## src/b64c_pkg.sv

```systemverilog
// Package for the crypt-alphabet base-64 encoder.
// Types, group-phase codes and the alphabet lookup shared by all encoder modules.
// No dependencies.
`default_nettype none

package b64c_pkg;

   // Position of the next byte inside its 3-byte group
   localparam logic [1:0] PHASE_FIRST  = 2'd0;
   localparam logic [1:0] PHASE_SECOND = 2'd1;
   localparam logic [1:0] PHASE_THIRD  = 2'd2;

   // One classified byte: one or two 6-bit codes waiting to be sent
   typedef struct packed {
      logic [5:0] code0;
      logic [5:0] code1;
      logic       two;    // code1 is valid
      logic       last;   // code1 is the final character of the message
   } entry_type;

   // Front status, visible to the top level for checks
   typedef struct packed {
      logic [1:0] phase;
      logic [3:0] left;
   } front_status_type;

   // Queue status toward the front and back
   typedef struct packed {
      logic full;
      logic empty;
   } queue_status_type;

   // Crypt alphabet: "./", A-Z, a-z, 0-9
   function automatic logic [6:0] crypt_char(input logic [5:0] v);
      logic [6:0] wide;
      wide = {1'b0, v};
      if (v < 6'd2) begin
         return 7'd46 + wide;
      end else if (v < 6'd28) begin
         return 7'd63 + wide;
      end else if (v < 6'd54) begin
         return 7'd69 + wide;
      end else begin
         return wide - 7'd6;
      end
   endfunction

endpackage

`default_nettype wire

```

## src/base64_encoder_crypt_alphabet_core.sv

```systemverilog
// Top level of the crypt-alphabet base-64 encoder (no padding).
// Depends on b64c_pkg, b64c_front, b64c_queue, b64c_back.
//
//   channel | direction | ports                                   | handshake
//   req     | in        | req_data_byte[7:0], req_end_of_message  | req_valid / req_stall
//   rsp     | out       | rsp_code_char[6:0], rsp_last_char       | rsp_valid / rsp_stall
//
// The front classifies a byte in the cycle it is accepted and pushes it into the
// queue; its first character is loaded into the output register at the edge that pops it.
// The back sends one character per cycle while rsp_stall is low; a byte yielding two
// characters blocks the next pop until its second character is loaded, so the byte
// rate is set by that single output register.
// req_stall rises only when the queue is full. Reset is synchronous; no clearing pass.
`default_nettype none

module base64_encoder_crypt_alphabet_core
   import b64c_pkg::*;
#(
   parameter int QUEUE_DEPTH = 2
)(
   input  wire logic       clock,
   input  wire logic       reset,
   input  wire logic       req_valid,
   output logic            req_stall,
   input  wire logic [7:0] req_data_byte,
   input  wire logic       req_end_of_message,
   output logic            rsp_valid,
   input  wire logic       rsp_stall,
   output logic [6:0]      rsp_code_char,
   output logic            rsp_last_char
);

   entry_type        front_entry;
   entry_type        head;
   front_status_type front_status;
   queue_status_type queue_status;
   logic             accept;
   logic             pop;

   assign req_stall = queue_status.full;
   assign accept    = req_valid && !queue_status.full;

   b64c_front u_front (
      .clock          (clock),
      .reset          (reset),
      .accept         (accept),
      .data_byte      (req_data_byte),
      .end_of_message (req_end_of_message),
      .entry          (front_entry),
      .status         (front_status)
   );

   b64c_queue #(
      .DEPTH (QUEUE_DEPTH)
   ) u_queue (
      .clock      (clock),
      .reset      (reset),
      .push       (accept),
      .push_entry (front_entry),
      .pop        (pop),
      .head       (head),
      .status     (queue_status)
   );

   b64c_back u_back (
      .clock         (clock),
      .reset         (reset),
      .head          (head),
      .head_valid    (!queue_status.empty),
      .pop           (pop),
      .rsp_valid     (rsp_valid),
      .rsp_stall     (rsp_stall),
      .rsp_code_char (rsp_code_char),
      .rsp_last_char (rsp_last_char)
   );

   // Checks
   a_pop_not_empty: assert property (@(posedge clock) disable iff (reset)
      pop |-> !queue_status.empty)
      else $error("queue popped while empty");

   a_final_resets_group: assert property (@(posedge clock) disable iff (reset)
      accept && req_end_of_message |=>
         front_status.phase == PHASE_FIRST && front_status.left == 4'd0)
      else $error("group state not cleared after final byte");

   a_phase_reachable: assert property (@(posedge clock) disable iff (reset)
      front_status.phase != 2'd3)
      else $error("group phase reached unused code");

   a_left_narrow_first: assert property (@(posedge clock) disable iff (reset)
      front_status.phase == PHASE_SECOND |-> front_status.left[3:2] == 2'b00)
      else $error("leftover bits too wide after first byte");

endmodule

`default_nettype wire

```

## src/b64c_front.sv

```systemverilog
// Front end of the encoder: holds group phase and leftover bits, splits each byte
// into one or two 6-bit codes. Depends on b64c_pkg.
`default_nettype none

module b64c_front
   import b64c_pkg::*;
(
   input  wire logic             clock,
   input  wire logic             reset,
   input  wire logic             accept,
   input  wire logic [7:0]       data_byte,
   input  wire logic             end_of_message,
   output entry_type             entry,
   output front_status_type      status
);

   logic [1:0] phase_ff, phase_in;
   logic [3:0] left_ff, left_in;

   // Classify the byte by its group position
   always_comb begin
      entry.last = end_of_message;
      case (phase_ff)
         PHASE_SECOND: begin
            entry.code0 = {left_ff[1:0], data_byte[7:4]};
            entry.code1 = {data_byte[3:0], 2'b00};
            entry.two   = end_of_message;
            phase_in    = PHASE_THIRD;
            left_in     = data_byte[3:0];
         end
         PHASE_THIRD: begin
            entry.code0 = {left_ff[3:0], data_byte[7:6]};
            entry.code1 = data_byte[5:0];
            entry.two   = 1'b1;
            phase_in    = PHASE_FIRST;
            left_in     = 4'd0;
         end
         default: begin
            // first position, and the unreachable fourth code
            entry.code0 = data_byte[7:2];
            entry.code1 = {data_byte[1:0], 4'b0000};
            entry.two   = end_of_message;
            phase_in    = PHASE_SECOND;
            left_in     = {2'b00, data_byte[1:0]};
         end
      endcase
      // final byte flushes the group
      if (end_of_message) begin
         phase_in = PHASE_FIRST;
         left_in  = 4'd0;
      end
   end

   // State update on each accepted transaction
   always_ff @(posedge clock) begin
      if (reset) begin
         phase_ff <= PHASE_FIRST;
         left_ff  <= 4'd0;
      end else if (accept) begin
         phase_ff <= phase_in;
         left_ff  <= left_in;
      end
   end

   assign status.phase = phase_ff;
   assign status.left  = left_ff;

endmodule

`default_nettype wire

```

## src/b64c_queue.sv

```systemverilog
// Short FIFO of classified entries between front and back.
// Depends on b64c_pkg.
`default_nettype none

module b64c_queue
   import b64c_pkg::*;
#(
   parameter int DEPTH = 2
)(
   input  wire logic        clock,
   input  wire logic        reset,
   input  wire logic        push,
   input  entry_type        push_entry,
   input  wire logic        pop,
   output entry_type        head,
   output queue_status_type status
);

   localparam int PTR_W = (DEPTH > 1) ? $clog2(DEPTH) : 1;
   localparam int CNT_W = $clog2(DEPTH + 1);
   localparam logic [PTR_W-1:0] LAST_PTR = PTR_W'(DEPTH - 1);
   localparam logic [CNT_W-1:0] FULL_CNT = CNT_W'(DEPTH);

   entry_type        mem_ff [DEPTH];
   logic [PTR_W-1:0] wr_ptr_ff, rd_ptr_ff;
   logic [CNT_W-1:0] count_ff;

   // Entry storage
   always_ff @(posedge clock) begin
      if (push) begin
         mem_ff[wr_ptr_ff] <= push_entry;
      end
   end

   // Pointers and fill count
   always_ff @(posedge clock) begin
      if (reset) begin
         wr_ptr_ff <= '0;
         rd_ptr_ff <= '0;
         count_ff  <= '0;
      end else begin
         if (push) begin
            wr_ptr_ff <= (wr_ptr_ff == LAST_PTR) ? '0 : wr_ptr_ff + 1'b1;
         end
         if (pop) begin
            rd_ptr_ff <= (rd_ptr_ff == LAST_PTR) ? '0 : rd_ptr_ff + 1'b1;
         end
         if (push && !pop) begin
            count_ff <= count_ff + 1'b1;
         end else if (pop && !push) begin
            count_ff <= count_ff - 1'b1;
         end
      end
   end

   assign head         = mem_ff[rd_ptr_ff];
   assign status.full  = (count_ff == FULL_CNT);
   assign status.empty = (count_ff == '0);

endmodule

`default_nettype wire

```

## src/b64c_back.sv

```systemverilog
// Back end of the encoder: sends one character per cycle, while rsp_stall is low,
// from queued entries through a registered output. Depends on b64c_pkg.
`default_nettype none

module b64c_back
   import b64c_pkg::*;
(
   input  wire logic        clock,
   input  wire logic        reset,
   input  entry_type        head,
   input  wire logic        head_valid,
   output logic             pop,
   output logic             rsp_valid,
   input  wire logic        rsp_stall,
   output logic [6:0]       rsp_code_char,
   output logic             rsp_last_char
);

   logic       valid_ff, valid_in;
   logic [6:0] char_ff, char_in;
   logic       last_ff, last_in;
   logic       pend_ff, pend_in;      // second code still to send
   logic [5:0] pend_code_ff, pend_code_in;
   logic       pend_last_ff, pend_last_in;
   logic       load;

   // Output register may take a new character when empty or being drained
   assign load = !valid_ff || !rsp_stall;

   always_comb begin
      valid_in     = valid_ff;
      char_in      = char_ff;
      last_in      = last_ff;
      pend_in      = pend_ff;
      pend_code_in = pend_code_ff;
      pend_last_in = pend_last_ff;
      pop          = 1'b0;
      if (load) begin
         if (pend_ff) begin
            valid_in = 1'b1;
            char_in  = crypt_char(pend_code_ff);
            last_in  = pend_last_ff;
            pend_in  = 1'b0;
         end else if (head_valid) begin
            pop          = 1'b1;
            valid_in     = 1'b1;
            char_in      = crypt_char(head.code0);
            last_in      = 1'b0;
            pend_in      = head.two;
            pend_code_in = head.code1;
            pend_last_in = head.last;
         end else begin
            valid_in = 1'b0;
         end
      end
   end

   // Control state
   always_ff @(posedge clock) begin
      if (reset) begin
         valid_ff <= 1'b0;
         pend_ff  <= 1'b0;
      end else begin
         valid_ff <= valid_in;
         pend_ff  <= pend_in;
      end
   end

   // Payload
   always_ff @(posedge clock) begin
      char_ff      <= char_in;
      last_ff      <= last_in;
      pend_code_ff <= pend_code_in;
      pend_last_ff <= pend_last_in;
   end

   assign rsp_valid     = valid_ff;
   assign rsp_code_char = char_ff;
   assign rsp_last_char = last_ff;

endmodule

`default_nettype wire
```

## config.mk

```make
export PLATFORM = sky130hd
export DESIGN_NAME = base64_encoder_crypt_alphabet_core
export DESIGN_NICKNAME = d
export VERILOG_FILES = /design/src/b64c_pkg.sv /design/src/base64_encoder_crypt_alphabet_core.sv /design/src/b64c_front.sv /design/src/b64c_queue.sv /design/src/b64c_back.sv
export SDC_FILE = /design/constraint.sdc
export NUM_CORES = 1
export LEC_CHECK = 0
export BUFFER_PORTS_ARGS = -buffer_cell sky130_fd_sc_hd__buf_2
export CAP_MARGIN = 30
export CORE_MARGIN = 3
export CORE_UTILIZATION = 45
export CTS_CLUSTER_SIZE = 16
export DETAILED_ROUTE_END_ITERATION = 10
export GPL_ROUTABILITY_DRIVEN = 1
export HOLD_SLACK_MARGIN = 0.03
export PLACE_DENSITY = 0.65
export SKIP_CTS_REPAIR_TIMING = 1
export SYNTH_ARGS = -nofsm -noshare
export SYNTH_HDL_FRONTEND = slang
export SYNTH_HIERARCHICAL = 1
export SYNTH_SLANG_ARGS = --single-unit
```

## constraint.sdc

```tcl
create_clock -name clock -period 2.94 [get_ports clock]
set_clock_uncertainty 0.2 [all_clocks]
set_input_delay 0.441 -clock clock [delete_from_list [all_inputs] [get_ports clock]]
set_output_delay 0.441 -clock clock [all_outputs]
set_load 0.005 [all_outputs]
```

==> impl_metrics.yaml, run 1 <==
routing:
  finalWirelength_mm: 5.51
  routedWlPerCell_um: 14.8
  antenna_left: 0
  drt-pass1-iter-count: 5
  drc: 0
  post_drt_via_cell_ratio: 5.75
  num_vias: 2140
  dr.first_iter.drc_count: 115
timing:
  fin_crit_sh_pct: 86.2
  setup_viol: 0
  max_freq_ghz: 0.395
  rsz0062_at_grt: "false"
  tns_ns: 0
  period_needed_ns: 2.53
  worst_pin_slew_ns: 0.662
  final_hold_viol_count: 0
  relSlewSlack_pct: 55.9
  finalMaxSlewViolations: 0
critical_path:
  critical_path.max_fanout: 14
  reg2reg_slack_ns: 0.41
  r2r_end: "u_back/rsp_code_char[5]"
  arrival_ns: 2.38
  startpoint_type: "flip-flop"
  critical_path_class: "reg2reg"
  worst_ep_required_time_ns: 2.79
  r2r_cells: 8
  cp-end-kind: "flip-flop"
pwr:
  finalPower_uw: 3150
  ir_drop_mv: 0.316
  p_per_area_nw_per_um2: 942
  total_leakage_power_uw: 0.00127
logic_synthesis:
  synthFlopType: "edfxtp_1"
  synth_warnings: 6
  syn_nets: 304
  synth.cell_area_um2: 3080
  synth-edff-count: 43
  yosysSeqAreaShare_pct: 50.4
  ys_async_sr_fraction_pct: 0
  synthCells: 276
  synth_cell_types: 56
  postSynthAreaPerCell_um2: 11.2
  ys_ff_latch: 56
floorplanning:
  die_h_um: 88.7
  dieArea_um2: 7870
  die_w_um: 88.7
  io_pins: 23
  start_util_pct: 47.4
  fp-row-count: 29
  core_um2: 6490
placed_design:
  gp_congestion: 0.970
  dp_hpwl_mm: 3.95
  placement.io_buffers: 22
clock_network:
  htree_levels: 2
  cts.path.max_buffers: 2
  numClockSinks: 56
  cts_tree: "done"
  path_clk_slew_ns: 0.10
  cts-root-buf: "clkbuf_8"
  cts_buffers: 5
  clock_latency_ns: 0.31
cells_and_area:
  finish.net_count: 322
  antenna_cells: 0
  final_layout_size_suffix_gt1_share_pct: 20.7
  area_growth_pct: 8.41
grt:
  grt_pass1_wl_mm: 8.89
  antenna_found_initial: 0
  grt_usage_pct: 14.6
  overflow: 0
  grt_pass1_vias: 1845
  grt_max_degree: 22
min_path:
  worstHoldEndpoint: "u_queue/mem_ff[1][0]"
  hold_depth: 1
  min_from: "req_end_of_message"
  hold_class: "in2reg"
run_status:
  status: "complete, no violations"
flow_run:
  cap_violations: 0
registers in the layout, indices dropped and copies added, names as in the netlist, named ones only:
signal,cells
u_back/pend_code_ff,6
u_queue/rd_ptr_ff,1
u_back/pend_last_ff,1
u_back/rsp_code_char,7
u_queue/wr_ptr_ff,1
u_back/rsp_valid,1
u_front/left_ff,4
u_back/rsp_last_char,1
u_front/phase_ff,2
u_back/pend_ff,1
u_queue/count_ff,2
u_queue/mem_ff,28
worst max-delay path, stage by stage, from the launching register on:
cell       delay, ns
dfxtp_1         0.46
mux2_2          0.48
inv_1           0.18
ha_1            0.17
a21oi_1         0.07
o21ai_0         0.16
a21oi_1         0.08
a2111oi_0       0.40
a31oi_1         0.07
per-stage QoR:
step / hold slack [ns] / util, % / cells / setup WS (ns) / cell area [µm²]
after floorplan: 0.245 / - / 276 / 0.356 / 3080
after global placement: 0.254 / 49.7 / 364 / 0.487 / 3230
after detailed placement: 0.260 / 49.7 / 364 / 0.426 / 3230
after CTS: 0.189 / 51.4 / 372 / 0.405 / 3340
after global routing: 0.198 / 51.4 / 372 / 0.215 / 3340
final: 0.208 / 51.4 / 372 / 0.406 / 3340
worst max-delay path by stage:
stage              start                      end  slack [ns]  depth (start not counted)
6_report       flip-flop  u_back/rsp_code_char[5]        0.41                          8
5_1_grt        flip-flop  u_back/rsp_code_char[5]        0.22                          8
4_1_cts        flip-flop  u_back/rsp_code_char[3]        0.40                          7
3_5_place_dp   flip-flop  u_back/rsp_code_char[3]        0.43                          7
3_3_place_gp   flip-flop  u_back/rsp_code_char[5]        0.49                          8
2_1_floorplan  flip-flop  u_back/rsp_code_char[3]        0.36                         10
cells in the mapped netlist (3+ instances only):
cell type | number | area, µm²
mux2_2 | 15 | 169
and2_1 | 5 | 31.3
a32o_2 | 4 | 45.0
clkbuf_1 | 3 | 11.3
nand2_1 | 21 | 78.8
a31oi_1 | 7 | 43.8
dfxtp_1 | 13 | 260
inv_1 | 11 | 41.3
a21oi_1 | 15 | 75.1
nor3_1 | 4 | 20.0
o21ai_1 | 7 | 35.0
mux2i_1 | 3 | 30.0
nor2b_1 | 3 | 18.8
a32o_1 | 3 | 30.0
edfxtp_1 | 43 | 1290
a22oi_1 | 10 | 75.1
o21ai_0 | 8 | 40.0
nand3_1 | 5 | 25.0
buf_2 | 8 | 40.0
xor2_1 | 3 | 26.3
a21o_1 | 3 | 22.5
xnor2_1 | 6 | 52.6
ha_1 | 15 | 188
nor2_1 | 18 | 67.6
cell usage in the layout (no fill, tap or decap), types with 8 or more instances in the layout:
| cell | instances |
|---|---|
| edfxtp_1 | 43 |
| buf_2 | 22 |
| nand2_1 | 21 |
| nor2_1 | 18 |
| a21oi_1 | 15 |
| mux2_2 | 15 |
| ha_1 | 15 |
| dfxtp_1 | 13 |
| inv_1 | 11 |
| a22oi_1 | 10 |
| o21ai_0 | 8 |
cell families (layout without fill, tap and decap cells):
family                   count (synthesis)  in the layout  share of synthesized area [%]
AND/OR/NAND/NOR                         77             77                           13.5
flip-flops                              56             56                           50.4
XOR/XNOR                                 9              9                           2.56
adder cells (fa/ha/maj)                 15             15                           6.09
buffers and inverters                   27             46                           4.35
AO/OA/AOI/OAI                           74             74                           16.7
multiplexers                            18             18                           6.46
cell type report:
class                      count  area, µm²
inverter                      12       45.0
sequential                    56       1550
clock inverter                 2       38.8
timing repair buffer          26        140
tap                           77       96.3
fill                         606       3160
clock buffer                   6       72.6
multi-input combinational    193       1400
power breakdown:
| group | switching [µW] | total [µW] | internal, µW |
|---|---|---|---|
| registers | 169 | 1320 | 1150 |
| clock network | 245 | 502 | 258 |
| logic | 729 | 1330 | 598 |
| total | 1140 | 3150 | 2000 |
per-layer routing:
| layer | vias up | GRT usage (%) | wire length [µm] |
|---|---|---|---|
| met4 | 0 | 5.36 | 78 |
| met3 | 10 | 2.51 | 251 |
| met5 | - | 0 | 0 |
| met1 | 992 | 20.9 | 2650 |
| met2 | 69 | 22.0 | 2530 |
| li1 | 1069 | - | - |
No activity file was read; power rests on OpenSTA's default activity.
==> inputs of run 2 (changes only) <==
CELL_PAD_IN_SITES_DETAIL_PLACEMENT = 0   (was unset)
CELL_PAD_IN_SITES_GLOBAL_PLACEMENT = 2   (was unset)
CORE_UTILIZATION = 40   (was 45)
PLACE_DENSITY = 0.81   (was 0.65)
==> run 2 against run 1 <==
Effect of this change: utilization is 6.0 points lower; final area up 0.26%; first-iteration DRC count shrank 44%; fmax fell by 3.8%; wire length grew 3.2%; global-route usage is 0.25 points lower; register-to-register slack lost 0.099 ns; total power is 1.8% lower; final cell count grew 5.9%; via count hardly changed; die area grew 12%; worst setup slack worse by 0.099 ns; critical endpoint unchanged; largest cell class unchanged; highest routed layer unchanged.
==> impl_metrics.yaml, run 2 (synthesis gave the netlist of run 1 again) <==
run_status:
  status: "complete, no violations"
placed_design:
  placement.io_buffers: 22
  gp_congestion: 0.785
  place_worst_setup_slack_ns: 0.319
  dp_hpwl_mm: 4.19
min_path:
  hold_depth: 1
  min_from: "req_end_of_message"
  worstHoldEndpoint: "u_queue/mem_ff[1][0]"
  hold_class: "in2reg"
clock_network:
  path_clk_slew_ns: 0.11
  cts_buffers: 5
  numClockSinks: 56
  cts.path.max_buffers: 2
  clock_latency_ns: 0.31
  htree_levels: 2
  cts-root-buf: "clkbuf_8"
  cts_tree: "done"
routing:
  post_drt_via_cell_ratio: 5.44
  drt-pass1-iter-count: 4
  routedWlPerCell_um: 14.4
  antenna_left: 0
  num_vias: 2142
  finalWirelength_mm: 5.69
  drc: 0
  dr.first_iter.drc_count: 64
floorplanning:
  dieArea_um2: 8790
  start_util_pct: 41.8
  fp-row-count: 31
  die_h_um: 93.8
  core_um2: 7370
  io_pins: 23
  die_w_um: 93.8
critical_path:
  r2r_cells: 8
  crit_top_cell: "a21oi_1"
  cp_slowest_cell: "dfxtp_1"
  worst_ep_required_time_ns: 2.79
  startpoint_type: "flip-flop"
  crit_chain: "mux2_2, inv_1, ha_1, a21oi_1, o21ai_0, a21oi_1, a2111oi_0, a31oi_1"
  r2r_end: "u_back/rsp_code_char[5]"
  critical_path_class: "reg2reg"
  arrival_ns: 2.49
  cp-end-kind: "flip-flop"
  reg2reg_slack_ns: 0.31
  critical_path.max_fanout: 14
  critPathMaxStageDelay_ns: 0.50
timing:
  fin_ws_ns: 0.307
  rsz0062_at_grt: "false"
  worst_pin_slew_ns: 0.652
  hold_ws_ns: 0.202
  period_needed_ns: 2.63
  finalMaxSlewViolations: 0
  relSlewSlack_pct: 56.5
  final_hold_viol_count: 0
  setup_viol: 0
  tns_ns: 0
  fin_crit_sh_pct: 89.6
  max_freq_ghz: 0.380
cells_and_area:
  finish.net_count: 322
  antenna_cells: 0
  final_layout_size_suffix_gt1_share_pct: 21.0
  nFillCells: 709
  mostFrequentLayoutCell: "edfxtp_1"
  area_growth_pct: 8.69
  mostFrequentLayoutCells: "edfxtp_1 (43), buf_2 (22), nand2_1 (21), nor2_1 (18)"
  top_register: "u_queue/mem_ff"
  largest_register_ffs: 28
grt:
  grt_max_degree: 22
  overflow: 0
  grt_usage_pct: 14.3
  grt_pass1_wl_mm: 9.97
  grt_pass1_vias: 2046
  antenna_found_initial: 0
pwr:
  total_leakage_power_uw: 0.00126
  p_per_area_nw_per_um2: 923
  finalPower_uw: 3090
  ir_drop_mv: 0.320
flow_run:
  cap_violations: 0
run 2: critical path: cells and delay by family (launching register included):
family / cells / cell delay, ns
flops: 1 / 0.50
fa+ha+maj: 1 / 0.17
compound gates: 5 / 0.82
buf+inv: 1 / 0.19
mux: 1 / 0.50
run 2: report_power, final:
part,leakage (µW),switching [µW],internal [µW],total [µW]
Clock,0.0000495,259,175,434
Combinational,0.000696,737,598,1330
Sequential,0.000515,175,1150,1320
run 2: routing by layer:
layer | wire length, µm | GRT usage, % | vias up
met5 | 0 | 0 | -
met4 | 94 | 4.33 | 0
met3 | 247 | 3.21 | 7
met2 | 2720 | 23.7 | 66
met1 | 2620 | 18.7 | 1007
li1 | - | - | 1062
run 2: layout make-up:
| type | count | area [µm²] | area share (%) |
|---|---|---|---|
| Tap cell | 99 | 124 | 3.70 |
| Multi-Input combinational cell | 193 | 1400 | 41.7 |
| Sequential cell | 56 | 1550 | 46.3 |
| Inverter | 12 | 45.0 | 1.35 |
| Timing Repair Buffer | 26 | 140 | 4.19 |
| Clock buffer | 5 | 68.8 | 2.06 |
| Clock inverter | 3 | 23.8 | 0.710 |
run 2: worst max path at each step:
stage,endpoint,slack [ns],cells after the start
after floorplan,u_back/rsp_code_char[3],0.36,10
after detailed placement,u_back/rsp_code_char[5],0.32,8
after global routing,u_back/rsp_code_char[5],0.02,8
after CTS,u_back/rsp_code_char[5],0.33,8
after global placement,u_back/rsp_code_char[5],0.42,8
final,u_back/rsp_code_char[5],0.31,8
run 2: through the flow:
step	std cells	instance area, µm²	util (%)
after detailed placement	386	3260	44.2
final	394	3350	45.4
after CTS	394	3350	45.4
after global placement	386	3260	44.2
after global routing	394	3350	45.4
after floorplan	276	3080	-
==> inputs of run 3 (changes only) <==
GPL_TIMING_DRIVEN = 0   (was unset)
SYNTH_HIERARCHICAL = unset   (was 1)
==> run 3 against run 2 <==
Effect of this change: sequential power is 5% lower; fmax is 6.1% lower; final cell count is 6.3% higher.
==> impl_metrics.yaml, run 3 <==
critical_path:
  critical_path.max_fanout: 9
  worst_ep_required_time_ns: 2.78
  crit_buf_inv: 1
  crit_family: "compound AO/OA/AOI/OAI gates"
  critical_path_class: "reg2reg"
  cp-end-kind: "flip-flop"
  critPathMaxStageDelay_ns: 0.58
  startpoint_type: "flip-flop"
  arrival_ns: 2.64
  crit_chain: "buf_6, mux2i_4, ha_1, a21oi_1, a21o_1, o22a_1, a2111oi_1, a31oi_1"
  cp_slowest_cell: "a2111oi_1"
floorplanning:
  core_um2: 7410
  io_pins: 23
  die_w_um: 94.2
  start_util_pct: 42.0
  dieArea_um2: 8880
  die_h_um: 94.2
  fp-row-count: 31
logic_synthesis:
  ys_ff_latch: 56
  synth_fa_ha_area_share_pct: 6.03
  synthCells: 288
  ys_async_sr_fraction_pct: 0
  synth_top_family_by_area: "compound AO/OA/AOI/OAI gates"
  synthTopCellsByArea: "edfxtp_1 (41%), dfxtp_1 (8.4%), ha_1 (6.0%), a22oi_1 (4.1%), nor2_1 (3.4%)"
  synth_cell_types: 60
  synth_xor_area_share_pct: 1.41
  synthFlopType: "edfxtp_1"
  synth_warnings: 0
  synth-compound-area-share_pct: 20.3
  synth-edff-count: 43
  postSynthAreaPerCell_um2: 10.8
  yosysTopAreaCell: "edfxtp_1"
  synth.cell_area_um2: 3110
  synthSimpleGateAreaFrac_pct: 11.9
  syn_nets: 316
  yosysSeqAreaShare_pct: 49.8
  yosysMostFrequentCell: "edfxtp_1"
  synthMuxAreaShare_pct: 6.43
  yosys-top-cells-count: "edfxtp_1 (43), nor2_1 (28), a22oi_1 (17), nand2_1 (17), o21ai_0 (16)"
  synth_top_area_share_pct: 41.5
routing:
  finalWirelength_mm: 6.29
  drt-pass1-iter-count: 4
  m1WireLength_mm: 2.88
  num_vias: 2315
  post_drt_via_cell_ratio: 5.53
  dr.first_iter.drc_count: 101
  drc: 0
  antenna_left: 0
  routedWlPerCell_um: 15.0
  top_layer_used: "met4"
  wl_met2_mm: 3.01
  dr_wl_met3_um: 225
timing:
  finalMaxSlewViolations: 0
  worst_pin_slew_ns: 0.843
  max_freq_ghz: 0.357
  final_hold_viol_count: 0
  fin_ws_ns: 0.137
  fin_crit_sh_pct: 95.3
  hold_ws_ns: 0.124
  relSlewSlack_pct: 43.8
  period_needed_ns: 2.80
  setup_viol: 0
cells_and_area:
  top_register: "u_queue.mem_ff"
  mostFrequentLayoutCell: "edfxtp_1"
  area_growth_pct: 12.1
  mostFrequentLayoutCells: "edfxtp_1 (43), nor2_1 (28), buf_2 (23), nand2_1 (17), a22oi_1 (17)"
  final_layout_size_suffix_gt1_share_pct: 16.3
  fin_area_um2: 3490
  antenna_cells: 0
  largest_register_ffs: 28
  nFillCells: 697
  finish.net_count: 347
pwr:
  p_sw_uw: 1220
  p_per_area_nw_per_um2: 924
  p_seq_share_pct: 39.1
  total_leakage_power_uw: 0.00129
  clockPowerShare_pct: 15.8
  p_int_uw: 2010
  ir_drop_mv: 0.302
  power_switching_share_pct: 37.8
  p_comb_share_pct: 45.1
grt:
  antenna_found_initial: 0
  grt_pass1_vias: 2167
  grt_max_degree: 19
  overflow: 0
  grt_pass1_wl_mm: 10.4
  grt_usage_pct: 15.1
placed_design:
  dpl_cell_area_um2: 3370
  gp_congestion: 0.823
  place_worst_setup_slack_ns: -0.0193
  placement.io_buffers: 22
  dp_hpwl_mm: 4.84
run_status:
  status: "complete, no violations"
clock_network:
  clock_latency_ns: 0.31
  htree_levels: 2
  cts_tree: "done"
  numClockSinks: 56
  cts.path.max_buffers: 2
  path_clk_slew_ns: 0.11
  cts_buffers: 5
  cts-root-buf: "clkbuf_8"
flow_run:
  cap_violations: 0
min_path:
  hold_class: "in2reg"
==> run 3: changes by cell type after synthesis, moves of 4 or more <==
cell,delta
nor2_1,+10
xnor2_1,-4
mux2_2,-8
nand2_1,-4
a32o_2,-4
a22oi_1,+7
o21ai_1,-6
inv_1,+4
clkbuf_1,+6
o21ai_0,+8
buf_2,-7
mux2i_1,+4
==> run 3: final timing paths <==
kind                            depth (start not counted)                 endpoint          startpoint  slack, ns
worst max-delay path                                    8  u_back.rsp_code_char[5]           flip-flop       0.14
worst min-delay path                                    2      u_queue.count_ff[1]               reset       0.12
worst max register to register                          8  u_back.rsp_code_char[5]           flip-flop       0.14
worst min register to register                          2       u_front.left_ff[2]  u_front.left_ff[2]       0.32
==> run 3: power by group through the flow <==
stage / registers [µW] / clock network, µW / logic [µW]
floorplan: 1260 / 0 / 1080
global placement: 1280 / 0 / 1440
detailed placement: 1280 / 0 / 1440
CTS: 1260 / 526 / 1450
global route: 1290 / 555 / 1650
finish: 1260 / 510 / 1450
==> run 3: through the flow <==
step / instances / power [µW] / utilization, % / TNS (ns)
6_report: 419 / 3230 / 47.1 / 0
5_1_grt: 419 / 3490 / 47.1 / -0.0372
4_1_cts: 419 / 3230 / 47.0 / -0.0391
3_5_place_dp: 411 / 2720 / 45.4 / -0.0193
3_3_place_gp: 409 / 2720 / 45.2 / -0.0502
2_1_floorplan: 288 / 2340 / - / 0
==> run 3: cell families (layout without fill, tap and decap cells) <==
| logic type | Yosys count | after routing |
|---|---|---|
| DFF | 56 | 56 |
| buffers and inverters | 29 | 61 |
| adders and majority gates | 15 | 15 |
| and+or+nand+nor | 77 | 77 |
| AOI/OAI and AO/OA | 89 | 89 |
| muxes | 17 | 17 |
| xor gates and xnor gates | 5 | 5 |
==> run 3: layout make-up <==
class | count | area [µm²] | area share [%]
Sequential cell | 56 | 1550 | 44.4
Multi-Input combinational cell | 203 | 1450 | 41.4
Timing Repair Buffer | 24 | 129 | 3.69
Tap cell | 99 | 124 | 3.55
Clock buffer | 5 | 68.8 | 1.97
Inverter | 17 | 68.8 | 1.97
Buffer | 12 | 57.6 | 1.65
Clock inverter | 3 | 46.3 | 1.33
==> run 3: layer usage <==
| metal | vias up | track usage [%] |
|---|---|---|
| met5 | - | 0 |
| li1 | 1160 | - |
| met3 | 15 | 2.88 |
| met4 | 0 | 6.14 |
| met2 | 53 | 24.9 |
| met1 | 1087 | 19.3 |
